<file path="src/pls_pkg.sv">
package pls_pkg;

    // List geometry.
    localparam int CAPACITY = 16;
    localparam int ADDR_W   = $clog2(CAPACITY);
    localparam int CNT_W    = 5;
    localparam int POS_W    = 5;
    localparam int DATA_W   = 32;

    // Request types.
    localparam logic [1:0] REQ_INSERT = 2'd0;
    localparam logic [1:0] REQ_READ   = 2'd1;
    localparam logic [1:0] REQ_DELETE = 2'd2;

    // Response status codes.
    localparam logic [1:0] ST_OK      = 2'd0;
    localparam logic [1:0] ST_BAD_POS = 2'd1;
    localparam logic [1:0] ST_EMPTY   = 2'd2;
    localparam logic [1:0] ST_FULL    = 2'd3;

    // Sequencer states, one-hot.
    typedef enum logic [5:0] {
        S_IDLE  = 6'b000001,
        S_RD    = 6'b000010,
        S_SH_RD = 6'b000100,
        S_SH_WR = 6'b001000,
        S_LOAD  = 6'b010000,
        S_DONE  = 6'b100000
    } seq_state_t;

endpackage

</file>
<file path="src/positional_list_store.sv">
// An error or no-op request goes straight to S_DONE and a read passes through S_RD; an insert
// moves k entries and then writes the new value in S_LOAD, and a delete moves k entries.
// One request at a time: req_stall stays high until the result is registered. Each moved entry
// costs one RAM read and one RAM write on the single-port-pair RAM.
// Reset (rst_n low, asynchronous) empties the list and clears the response valid flag;
// the entry RAM is not cleared, since no position at or beyond the count is ever read.
module positional_list_store (
    input  logic                                clk,
    input  logic                                rst_n,
    // Request channel.
    input  logic                                req_valid,
    output logic                                req_stall,
    input  logic [1:0]                          req_type,
    input  logic [pls_pkg::POS_W-1:0]           position,
    input  logic signed [pls_pkg::DATA_W-1:0]   new_value,
    // Response channel.
    output logic                                rsp_valid,
    input  logic                                rsp_stall,
    output logic signed [pls_pkg::DATA_W-1:0]   read_value,
    output logic [1:0]                          status,
    output logic [pls_pkg::CNT_W-1:0]           entry_count
);

    // Sequencer and working registers. The list is kept in a RAM in position order;
    // insert and delete move entries one at a time through the RAM's registered read port.
    pls_pkg::seq_state_t state_reg, state_next;
    logic [pls_pkg::CNT_W-1:0]  count_reg, count_next;
    logic                       ins_reg, ins_next;
    logic [pls_pkg::ADDR_W-1:0] idx_reg, idx_next;
    logic [pls_pkg::ADDR_W-1:0] lim_reg, lim_next;
    logic [pls_pkg::ADDR_W-1:0] pos_reg, pos_next;
    logic [pls_pkg::DATA_W-1:0] val_reg, val_next;
    logic [pls_pkg::DATA_W-1:0] res_value_reg, res_value_next;
    logic [1:0]                 res_status_reg, res_status_next;

    // Response register.
    logic                       rsp_valid_reg, rsp_valid_next;
    logic [pls_pkg::DATA_W-1:0] read_value_reg;
    logic [1:0]                 status_reg;
    logic [pls_pkg::CNT_W-1:0]  entry_count_reg;

    // Shared step unit: one increment or decrement of the walking index.
    logic [pls_pkg::ADDR_W-1:0] idx_step;
    logic                       at_limit;

    logic                       req_accept;
    logic                       rsp_load;

    logic                       ram_we;
    logic [pls_pkg::ADDR_W-1:0] ram_waddr;
    logic [pls_pkg::DATA_W-1:0] ram_wdata;
    logic                       ram_re;
    logic [pls_pkg::ADDR_W-1:0] ram_raddr;
    logic [pls_pkg::DATA_W-1:0] ram_rdata;

    pls_ram #(
        .WIDTH(pls_pkg::DATA_W),
        .DEPTH(pls_pkg::CAPACITY)
    ) u_entries (
        .clk  (clk),
        .we   (ram_we),
        .waddr(ram_waddr),
        .wdata(ram_wdata),
        .re   (ram_re),
        .raddr(ram_raddr),
        .rdata(ram_rdata)
    );

    assign req_stall  = (state_reg != pls_pkg::S_IDLE);
    assign req_accept = req_valid && !req_stall;

    // Insert walks downward from the old tail, delete walks upward from the hole.
    assign idx_step = ins_reg ? (idx_reg - 1'b1) : (idx_reg + 1'b1);
    assign at_limit = (idx_reg == lim_reg);

    // The response register can be loaded when it is empty or being drained.
    assign rsp_load = (state_reg == pls_pkg::S_DONE) && (!rsp_valid_reg || !rsp_stall);

    always_comb
    begin
        state_next      = state_reg;
        count_next      = count_reg;
        ins_next        = ins_reg;
        idx_next        = idx_reg;
        lim_next        = lim_reg;
        pos_next        = pos_reg;
        val_next        = val_reg;
        res_value_next  = res_value_reg;
        res_status_next = res_status_reg;
        ram_we          = 1'b0;
        ram_waddr       = idx_reg;
        ram_wdata       = ram_rdata;
        ram_re          = 1'b0;
        ram_raddr       = idx_step;

        unique case (state_reg)
            pls_pkg::S_IDLE:
            begin
                if (req_accept)
                begin
                    res_value_next  = '0;
                    res_status_next = pls_pkg::ST_OK;
                    pos_next        = position[pls_pkg::ADDR_W-1:0];
                    val_next        = new_value;
                    state_next      = pls_pkg::S_DONE;
                    unique case (req_type)
                        pls_pkg::REQ_INSERT:
                        begin
                            ins_next = 1'b1;
                            if (position > count_reg)
                            begin
                                res_status_next = pls_pkg::ST_BAD_POS;
                            end
                            else if (count_reg >= pls_pkg::CNT_W'(pls_pkg::CAPACITY))
                            begin
                                res_status_next = pls_pkg::ST_FULL;
                            end
                            else
                            begin
                                count_next = count_reg + 1'b1;
                                // Entries from the tail down to position move up first.
                                idx_next   = count_reg[pls_pkg::ADDR_W-1:0];
                                lim_next   = position[pls_pkg::ADDR_W-1:0] + 1'b1;
                                if (position == count_reg)
                                begin
                                    state_next = pls_pkg::S_LOAD;
                                end
                                else
                                begin
                                    state_next = pls_pkg::S_SH_RD;
                                end
                            end
                        end
                        pls_pkg::REQ_READ:
                        begin
                            if (position >= count_reg)
                            begin
                                res_status_next = pls_pkg::ST_BAD_POS;
                                res_value_next  = '1;
                            end
                            else
                            begin
                                ram_re     = 1'b1;
                                ram_raddr  = position[pls_pkg::ADDR_W-1:0];
                                state_next = pls_pkg::S_RD;
                            end
                        end
                        pls_pkg::REQ_DELETE:
                        begin
                            ins_next = 1'b0;
                            if (count_reg == '0)
                            begin
                                res_status_next = pls_pkg::ST_EMPTY;
                            end
                            else if (position >= count_reg)
                            begin
                                res_status_next = pls_pkg::ST_BAD_POS;
                            end
                            else
                            begin
                                count_next = count_reg - 1'b1;
                                // Entries above the hole move down, the last write lands
                                // at count-2.
                                idx_next   = position[pls_pkg::ADDR_W-1:0];
                                lim_next   = pls_pkg::ADDR_W'(count_reg - 5'd2);
                                if (position != count_reg - 1'b1)
                                begin
                                    state_next = pls_pkg::S_SH_RD;
                                end
                            end
                        end
                        default:
                        begin
                            // Unused request type: no change, status ok.
                        end
                    endcase
                end
            end
            pls_pkg::S_RD:
            begin
                res_value_next = ram_rdata;
                state_next     = pls_pkg::S_DONE;
            end
            pls_pkg::S_SH_RD:
            begin
                ram_re     = 1'b1;
                ram_raddr  = idx_step;
                state_next = pls_pkg::S_SH_WR;
            end
            pls_pkg::S_SH_WR:
            begin
                ram_we    = 1'b1;
                ram_waddr = idx_reg;
                ram_wdata = ram_rdata;
                idx_next  = idx_step;
                if (at_limit)
                begin
                    state_next = ins_reg ? pls_pkg::S_LOAD : pls_pkg::S_DONE;
                end
                else
                begin
                    state_next = pls_pkg::S_SH_RD;
                end
            end
            pls_pkg::S_LOAD:
            begin
                ram_we     = 1'b1;
                ram_waddr  = pos_reg;
                ram_wdata  = val_reg;
                state_next = pls_pkg::S_DONE;
            end
            pls_pkg::S_DONE:
            begin
                if (rsp_load)
                begin
                    state_next = pls_pkg::S_IDLE;
                end
            end
            default:
            begin
                state_next = pls_pkg::S_IDLE;
            end
        endcase
    end

    always_comb
    begin
        if (rsp_load)
        begin
            rsp_valid_next = 1'b1;
        end
        else if (rsp_valid_reg && !rsp_stall)
        begin
            rsp_valid_next = 1'b0;
        end
        else
        begin
            rsp_valid_next = rsp_valid_reg;
        end
    end

    always_ff @(posedge clk or negedge rst_n)
    begin
        if (!rst_n)
        begin
            state_reg     <= pls_pkg::S_IDLE;
            count_reg     <= '0;
            rsp_valid_reg <= 1'b0;
        end
        else
        begin
            state_reg     <= state_next;
            count_reg     <= count_next;
            rsp_valid_reg <= rsp_valid_next;
        end
    end

    always_ff @(posedge clk)
    begin
        ins_reg        <= ins_next;
        idx_reg        <= idx_next;
        lim_reg        <= lim_next;
        pos_reg        <= pos_next;
        val_reg        <= val_next;
        res_value_reg  <= res_value_next;
        res_status_reg <= res_status_next;
        if (rsp_load)
        begin
            read_value_reg  <= res_value_reg;
            status_reg      <= res_status_reg;
            entry_count_reg <= count_reg;
        end
    end

    assign rsp_valid   = rsp_valid_reg;
    assign read_value  = read_value_reg;
    assign status      = status_reg;
    assign entry_count = entry_count_reg;

    // The count never passes the capacity.
    assert property (@(posedge clk) disable iff (!rst_n)
        count_reg <= pls_pkg::CNT_W'(pls_pkg::CAPACITY))
        else $error("entry count exceeds capacity");

    // The entry RAM is written only while a request is being worked on.
    assert property (@(posedge clk) disable iff (!rst_n)
        ram_we |-> (state_reg != pls_pkg::S_IDLE))
        else $error("RAM write while idle");

    // An accepted request leaves the idle state on the next cycle.
    assert property (@(posedge clk) disable iff (!rst_n)
        req_accept |=> (state_reg != pls_pkg::S_IDLE))
        else $error("sequencer did not start on an accepted request");

    // An empty status always reports an empty list.
    assert property (@(posedge clk) disable iff (!rst_n)
        (rsp_valid && status == pls_pkg::ST_EMPTY) |-> (entry_count == '0))
        else $error("empty status with nonzero count");

endmodule

</file>
<file path="src/pls_ram.sv">
module pls_ram #(
    parameter int WIDTH = 32,
    parameter int DEPTH = 16
) (
    input  logic                     clk,
    input  logic                     we,
    input  logic [$clog2(DEPTH)-1:0] waddr,
    input  logic [WIDTH-1:0]         wdata,
    input  logic                     re,
    input  logic [$clog2(DEPTH)-1:0] raddr,
    output logic [WIDTH-1:0]         rdata
);

    logic [WIDTH-1:0] mem [DEPTH];
    logic [WIDTH-1:0] rdata_reg;

    always_ff @(posedge clk)
    begin
        if (we)
        begin
            mem[waddr] <= wdata;
        end
        if (re)
        begin
            rdata_reg <= mem[raddr];
        end
    end

    assign rdata = rdata_reg;

endmodule
</file>
<file path="config.mk">
export PLATFORM = sky130hd
export DESIGN_NAME = positional_list_store
export DESIGN_NICKNAME = d
export VERILOG_FILES = /design/src/pls_pkg.sv /design/src/positional_list_store.sv /design/src/pls_ram.sv
export SDC_FILE = /design/constraint.sdc
export NUM_CORES = 1
export LEC_CHECK = 0
export BUFFER_PORTS_ARGS = -buffer_cell sky130_fd_sc_hd__buf_4
export CORE_UTILIZATION = 37
export DETAILED_ROUTE_END_ITERATION = 16
export GPL_ROUTABILITY_DRIVEN = 0
export HOLD_SLACK_MARGIN = 0.02
export PLACE_DENSITY = 0.58
export SLEW_MARGIN = 20
export SYNTH_ARGS = -nofsm -noshare
export SYNTH_HDL_FRONTEND = slang
export SYNTH_SLANG_ARGS = --single-unit
</file>
<file path="constraint.sdc">
create_clock -name clk -period 5.1 [get_ports clk]
set_input_delay 0.51 -clock clk [delete_from_list [all_inputs] [get_ports clk]]
set_output_delay 0.51 -clock clk [all_outputs]
set_load 0.05 [all_outputs]
</file>
* Word level (Yosys, flattened, before mapping)
Memories as Yosys holds them, arrays and structs flattened. A register that Yosys moved wholly into a read port is not among the register bits. Index checks and enable logic that the tools add are counted.
Word-level totals: input port bits 43, memories kept 1, RAM bits 512, flip-flop bits (word level) 130, logic and storage cells 123, output and inout port bits 41
Cells by class: reductions and logical operators 21, add/sub/neg operators 6, equality and inequality tests 23, mux-type cells 56, order comparisons 3
Memories:
- u_entries.mem | depth 16, width 32, read ports 1, clocked after Yosys merged registers in 1, write ports 1, line pls_ram.sv:14 | logic [WIDTH-1:0] mem [DEPTH];
Operators by type and width (count):
- 2-to-1 mux 32 bit | 4
- one-hot mux 32 bit (2 select lines) | 1
- 2-to-1 mux 4 bit | 15
- 2-to-1 mux 6 bit | 10
- one-hot mux 6 bit (5 select lines) | 1
- 2-to-1 mux 5 bit | 5
- one-hot mux 4 bit (2 select lines) | 3
- one-hot mux 6 bit (3 select lines) | 1
- AND reduction 7 bit | 2
- != test 2 bit (second input constant) | 6
- != test 3 bit (second input constant) | 4
- one-hot mux 5 bit (2 select lines) | 1
- 2-to-1 mux 1 bit | 9
- adder 4 x 1 -> 4 bit (second input constant) | 2
- nonzero test 2 bit | 4
- equality test 6 x 1 -> 1 bit (second input constant) | 1
- equality test 6 x 2 -> 1 bit (second input constant) | 1
- equality test 6 x 3 -> 1 bit (second input constant) | 1
- equality test 6 x 4 -> 1 bit (second input constant) | 1
- equality test 6 x 5 -> 1 bit (second input constant) | 1
- equality test 6 bit (second input constant) | 1
- 2-to-1 mux 2 bit | 3
- != test 6 x 1 -> 1 bit (second input constant) | 1
- one-hot mux 2 bit (3 select lines) | 1
- 22 further kinds | 30

* Longest topological paths before layout
Gate-level depths: netlist of run 1.
depth in word-level cells 8, gate-level depth with buffers 12, gate-level depth less buffers 9

* Modules after synthesis
Synthesis of run 1 repeated with hierarchy kept, for this count alone.
Second synthesis, totals: cells, all modules 1226, area, all modules 25958.6 µm²
By module, submodules not included:
- pls_ram | times used 1, cells each 838, seq. area each 16335.7 µm², area an instance 20155.6 µm²
- positional_list_store | times used 1, cells each 388, seq. area each 3844.9 µm², area an instance 5803.1 µm²

* Least setup slack after synthesis of run 1
OpenSTA, ideal clock, no wires.
path type register to register, start register count_reg[3] (netlist name), end register u_entries.rdata_reg[10], in the netlist u_entries.rdata[10], read port of u_entries.mem, data pin, required time 4.828 ns, library setup time 0.272 ns, path buffers 4, data arrival time 3.195 ns, stages on the path, launching flop included 13, period minus slack after synthesis 3.467 ns, path slack 1.633 ns, cell sequence dfrtp_1 clkbuf_1 inv_1 ha_1 nand4_1 nor2_1 nor4_4 mux2i_1 buf_2 clkbuf_1 clkbuf_1 a211oi_1 or4_1
On the way: word-level cells in the longest chain between the ends 5, elaborated cells on any way between the ends 9, those cells by class order compare (1); mux (8)
RTL lines:
- from (decl) | line positional_list_store.sv:27 | logic [pls_pkg::CNT_W-1:0] count_reg, count_next;
- from (signal assigned) | line positional_list_store.sv:253 | count_reg <= count_next;
- >= comparator 5 bit (*) | line positional_list_store.sv:136 | if (position >= count_reg)
- 2-to-1 mux 1 bit / 2-to-1 mux 4 bit (equally long branches) | line positional_list_store.sv:136
- 2-to-1 mux 1 bit / 2-to-1 mux 4 bit (equally long branches) | line positional_list_store.sv:106 | unique case (req_type)
- 2-to-1 mux 1 bit / 2-to-1 mux 4 bit (equally long branches) | line positional_list_store.sv:99 | if (req_accept)
- one-hot mux 1 bit (2 select lines) / 2-to-1 mux 4 bit (equally long branches) | line positional_list_store.sv:96 | unique case (state_reg)
- to (decl) | line pls_ram.sv:15 | logic [WIDTH-1:0] rdata_reg;
Every way passes the cells marked *; elsewhere a longest branch is shown, timed or not. A chain may end at the register's enable or synchronous reset.

* Final worst setup path of run 1
start register count_reg[2] (netlist name), end register u_entries.rdata_reg[9], in the netlist u_entries.rdata[9], read port of u_entries.mem, data pin
The elaborated chain is that of the path after synthesis.

==> out/metrics.yaml, run 1 <==
status:
  status: "finished clean"
place:
  place_inst: 2637
  dpl.hpwl_um: 35800
  io_buffer_count: 83
worst_setup_path:
  cp-start-kind: "flip-flop"
  crit_arrival_ps: 4510
  cp-end-kind: "flip-flop"
  worstPathMaxFanout: 90
  path_class: "flip-flop to flip-flop"
  reg2reg_depth: 10
  crit_required_ps: 5450
final_layout:
  regMostFlops: "u_entries.mem"
  final_common_cell: "edfxtp_1"
  nFillCells: 6299
  n_antenna_cell: 0
  nets: 1816
  most-common-layout-cells: "662 x edfxtp_1, 257 x a211oi_1, 132 x and3_1"
  syn2layout_area_growth_pct: 15.4
  drive_above_1_share: 0.136
  largest_register_ffs: 512
  fin_cells: 2760
grt:
  gr-total-overflow: 0
  grt_util_met1: 0.242
  grt.met3_usage: 0.0259
  globalRouteTotalUtil: 0.177
  use_met2: 0.295
  grt_max_degree: 103
  grt_pass1_wl_um: 97100
  top_usage_layer: "met2"
  grt_pass1_vias: 14803
  antenna_found_initial: 0
die:
  core_area_um2: 71700
  dieArea_um2: 73700
  die_h_um: 272
  ios: 84
  fp-row-count: 98
  die_x_um: 272
  start_util: 0.375
pwr:
  combinationalPowerShare: 0.222
  ir_drop_uv: 252
  p_sw_frac: 0.301
  p_leak_uw: 0.0109
  power_frac_clock: 0.314
  switchingPower_uw: 4530
  seqPwrFrac: 0.464
  powerDensity_nw_per_um2: 485
  p_int_uw: 10500
yosys:
  syn_avg_cell_area_um2: 16.0
  synth_area_um2: 26900
  ys.flop_type: "edfxtp_1"
  synth_seq_cells: 674
  synthDistinctLibCells: 48
  synthArstFlopShare: 0.0178
  synth_cells: 1682
  synth_top_area_frac: 0.740
  yosys.area.top_type: "edfxtp_1"
  syn-num-nets: 1740
  yosysWarnings: 0
  yosysSeqAreaShare: 0.751
  synthTopCellsByArea: "edfxtp_1 74%, a211oi_1 7.2%, mux2i_1 4.9%"
  synth_edf_count: 662
timing:
  rsz0062_at_grt: "no"
  hold_viol: 0
  setup_tns_ps: 0
  setup-violations-final: 0
  min_period_ps: 4160
  final_max_slew_viol_count: 0
  tightest_slew_ps: 1060
  period_share: 0.816
  slew-limit-headroom: 0.290
  fmax_mhz: 240
  skew_ps: 29.7
route:
  drc: 0
  vias: 15060
  viasPerCell: 5.46
  drtAntennaViolNets: 0
  wl_um: 65700
  drt_iter0_drc: 1215
  first_pass_iters: 5
  wl_per_cell_um: 23.8
clock_tree:
  cts_tree: "done"
  cts_setup_buffers: 0
  cts_hold_buf: 1
  cts_max_path_buffers: 3
  cts.repair.resized: 0
  cts_buffers: 68
  clock_sink_count: 674
  h-tree-depth: 3
  insertion_delay_ps: 630
  path_clk_slew_ps: 60
  root_buffer: "clkbuf_16"
worst_hold_path:
  hold_path_depth: 1
  hold_path_class: "input pin to flip-flop"
run:
  max-cap-violations: 0
worst max-delay path: stages, from the launching register on:
cell	delay [ps]
dfrtp_1	520
inv_1	160
ha_1	320
nand4_1	230
o2111ai_1	280
or3_4	810
nand2_4	210
buf_12	280
a211oi_1	330
a211oi_1	90
or4_1	530
power by group through the flow:
stage               registers [uW]  logic, uW  clock network [uW]
floorplan                     7140       2140                   0
global placement              7090       3310                   0
detailed placement            7100       3350                   0
CTS                           6980       3360                4830
global route                  7010       3630                5020
finish                        6990       3340                4730
synthesized netlist by cell type (all sizes together), types with 3 or more instances:
cell	n
a21oi	15
nor3	11
xor2	9
nand2b	3
a21o	34
or4	33
a211oi	257
nor2	35
a31oi	10
clkbuf	98
nor2b	3
ha	14
a32oi	3
nor4	3
nor3b	5
inv	18
nand3	7
buf	21
mux2i	131
dfrtp	11
and3	133
nand2	115
xnor2	14
edfxtp	662
o21ai	13
routing by layer:
metal	vias to the layer above	routed length (um)	part of all wire
met1	7729	29100	0.44
met4	0	1070	0.016
met5	-	0	0
met2	395	32200	0.49
li1	6859	-	-
met3	77	3280	0.050
logic make-up (layout without fill, tap and decap cells):
kind of cell	Yosys count	in the layout	share of synthesized area
and+or+nand+nor	357	357	0.0719
AOI/OAI and AO/OA	345	345	0.0938
DFF	674	674	0.751
buffers and inverters	137	265	0.0200
muxes	131	131	0.0488
xor gates and xnor gates	23	23	0.00749
adders and majority gates	15	15	0.00726
per-stage QoR:
step / hold slack (ps) / setup WS, ps / power (uW) / util / area, um2
5_1_grt: 53.7 / 669 / 15700 / 0.432 / 31000
6_report: 61.6 / 940 / 15100 / 0.432 / 31000
3_3_place_gp: 360 / 1040 / 10400 / 0.403 / 28900
2_1_floorplan: 214 / 1630 / 9280 / - / 26900
3_5_place_dp: 367 / 977 / 10400 / 0.403 / 28900
4_1_cts: 36.7 / 973 / 15200 / 0.432 / 31000
final cells by class:
| class | instances | area, um2 | area share |
|---|---|---|---|
| inverters | 18 | 67.6 | 0.00218 |
| multi-input cells | 871 | 6410 | 0.207 |
| clock buffers | 87 | 1820 | 0.0588 |
| flip-flops and latches | 674 | 20200 | 0.650 |
| well taps | 950 | 1190 | 0.0383 |
| clock inverters | 35 | 275 | 0.00887 |
| repair buffers | 125 | 1080 | 0.0348 |
final timing paths:
kind,start,slack (ps),endpoint
worst min-delay path,new_value[4],60,val_reg[4]$_DFFE_PP_
worst max-delay path,count_reg[2]$_DFFE_PN0P_,940,u_entries.rdata[9]$_DFFE_PP_
worst max register to register,count_reg[2]$_DFFE_PN0P_,940,u_entries.rdata[9]$_DFFE_PP_
worst min register to register,res_value_reg[22]$_DFFE_PP_,410,read_value[22]$_DFFE_PP_
min in group asynchronous,rst_n,300,count_reg[2]$_DFFE_PN0P_
max in group asynchronous,rst_n,4560,state_reg[0]$_DFFE_PN1P_
No activity file was read; power rests on OpenSTA's default activity.
==> run 2, diff against run 1 <==
==> constraint.sdc (replaced) <==
create_clock -name clk -period 4.2 [get_ports clk]
set_input_delay 0.42 -clock clk [delete_from_list [all_inputs] [get_ports clk]]
set_output_delay 0.42 -clock clk [all_outputs]
set_load 0.05 [all_outputs]
==> run 2 against run 1 <==
Net effect:
- wire length up 1.1%
- non-clock buffer count up 44
- largest power group unchanged
- cell area up 2.2%
- largest cell class unchanged
==> out/metrics.yaml, run 2 (synthesis gave the netlist of run 1 again) <==
final_layout:
  n_antenna_cell: 0
  most-common-layout-cells: "662 x edfxtp_1, 257 x a211oi_1, 132 x and3_1"
  drive_above_1_share: 0.143
  final_common_cell: "edfxtp_1"
  regMostFlops: "u_entries.mem"
  syn2layout_area_growth_pct: 17.9
  final_core_util: 0.442
  nets: 1862
  largest_register_ffs: 512
status:
  status: "finished clean"
timing:
  fmax_mhz: 252
  slew-limit-headroom: 0.327
  rsz0062_at_grt: "no"
  skew_ps: 20.3
  min_period_ps: 3970
  setup_tns_ps: 0
  final_max_slew_viol_count: 0
  setup-violations-final: 0
  period_share: 0.946
  hold_viol: 0
  tightest_slew_ps: 1000
die:
  fp-row-count: 98
  start_util: 0.375
  die_x_um: 272
  core_area_um2: 71700
  ios: 84
  die_h_um: 272
  dieArea_um2: 73700
route:
  first_pass_iters: 5
  drc: 0
  drt_iter0_drc: 1218
  wl_um: 66400
  met2WireLength_um: 32400
  top_layer_used: "met4"
  drtAntennaViolNets: 0
  met1Wirelength_um: 28800
  wl_per_cell_um: 23.7
  viasPerCell: 5.43
  vias: 15221
  met3_length_um: 3700
worst_setup_path:
  crit_required_ps: 4540
  cp-start-kind: "flip-flop"
  worstPathCellList: "inv_1 > ha_1 > a21oi_1 > nor2_1 > nor4_4 > mux2i_4 > buf_12 > buf_12 > a211oi_1 > or4_1"
  slowest_delay_ps: 670
  worst-path-buf-inv: 3
  cp-end-kind: "flip-flop"
  cp_common_cell: "buf_12"
  worstPathMaxFanout: 59
  path_class: "flip-flop to flip-flop"
  path_delay_family: "simple AND/OR/NAND/NOR gates"
  crit_arrival_ps: 4310
  slowest_stage: "nor4_4"
run:
  max-cap-violations: 0
pwr:
  ir_drop_uv: 338
  powerDensity_nw_per_um2: 589
  p_leak_uw: 0.0112
clock_tree:
  cts_setup_buffers: 0
  h-tree-depth: 3
  cts_buffers: 70
  cts_max_path_buffers: 3
  cts_tree: "done"
  root_buffer: "clkbuf_16"
  insertion_delay_ps: 620
  clock_sink_count: 674
  path_clk_slew_ps: 60
grt:
  grt_max_degree: 129
  grt_pass1_vias: 15078
  globalRouteTotalUtil: 0.179
  antenna_found_initial: 0
  gr-total-overflow: 0
  grt_pass1_wl_um: 98000
worst_hold_path:
  hold_path_class: "input pin to flip-flop"
place:
  io_buffer_count: 83
  dpl.hpwl_um: 34900
-- run 2: cell count changes in the layout (fill, tap and decap cells not counted), sizes merged --
cell,previous run,this run
inv,22,20
buf,124,135
bufinv,2,5
clkbuf,87,86
dlygate4sd3,1,34
-- run 2: path summary, 6_finish.rpt --
path	slack [ps]	startpoint	cells after the start	end
max in group asynchronous	3770	rst_n	2	state_reg[0]$_DFFE_PN1P_
min in group asynchronous	190	rst_n	2	count_reg[1]$_DFFE_PN0P_
min reg2reg	420	res_value_reg[16]$_DFFE_PP_	0	read_value[16]$_DFFE_PP_
max	230	count_reg[2]$_DFFE_PN0P_	10	u_entries.rdata[14]$_DFFE_PP_
min	90	position[1]	1	pos_reg[1]$_DFFE_PP_
max reg2reg	230	count_reg[2]$_DFFE_PN0P_	10	u_entries.rdata[14]$_DFFE_PP_
-- run 2: through the flow --
stage / hold WS [ps] / area [um2] / instances / setup slack, ps / power (uW)
finish: 91.1 / 31700 / 2804 / 227 / 18700
global route: 81.3 / 31700 / 2804 / 38.0 / 19500
CTS: 59.0 / 31700 / 2804 / 280 / 18800
detailed placement: 275 / 29200 / 2648 / 307 / 12800
global placement: 269 / 29200 / 2648 / 414 / 12800
floorplan: 124 / 26900 / 1682 / 733 / 11300
-- run 2: cell type report --
| type | instances | area (um2) |
|---|---|---|
| clock buffer | 86 | 1830 |
| clock inverter | 36 | 364 |
| fill | 6213 | 40000 |
| inverter | 18 | 67.6 |
| multi-input combinational | 871 | 6410 |
| sequential | 674 | 20200 |
| tap | 950 | 1190 |
| timing repair buffer | 169 | 1650 |
-- run 2: where the power goes --
group / total [uW] / switching, uW / internal, uW / leakage, uW
sequential: 8470 / 251 / 8220 / 0.00614
combinational: 4250 / 2750 / 1490 / 0.00396
clock: 5970 / 2540 / 3430 / 0.00106
total: 18700 / 5540 / 13100 / 0.0112
-- run 2: what timing repair did --
item	CTS	global route
endpoints found under the hold margin	45	0
gates resized for setup	0	0
hold buffers	34	0
-- run 2: metal layers --
metal / up-vias / track usage
met5: - / 0
met4: 0 / 0.0608
met3: 95 / 0.0303
met2: 433 / 0.297
met1: 7739 / 0.239
li1: 6954 / -
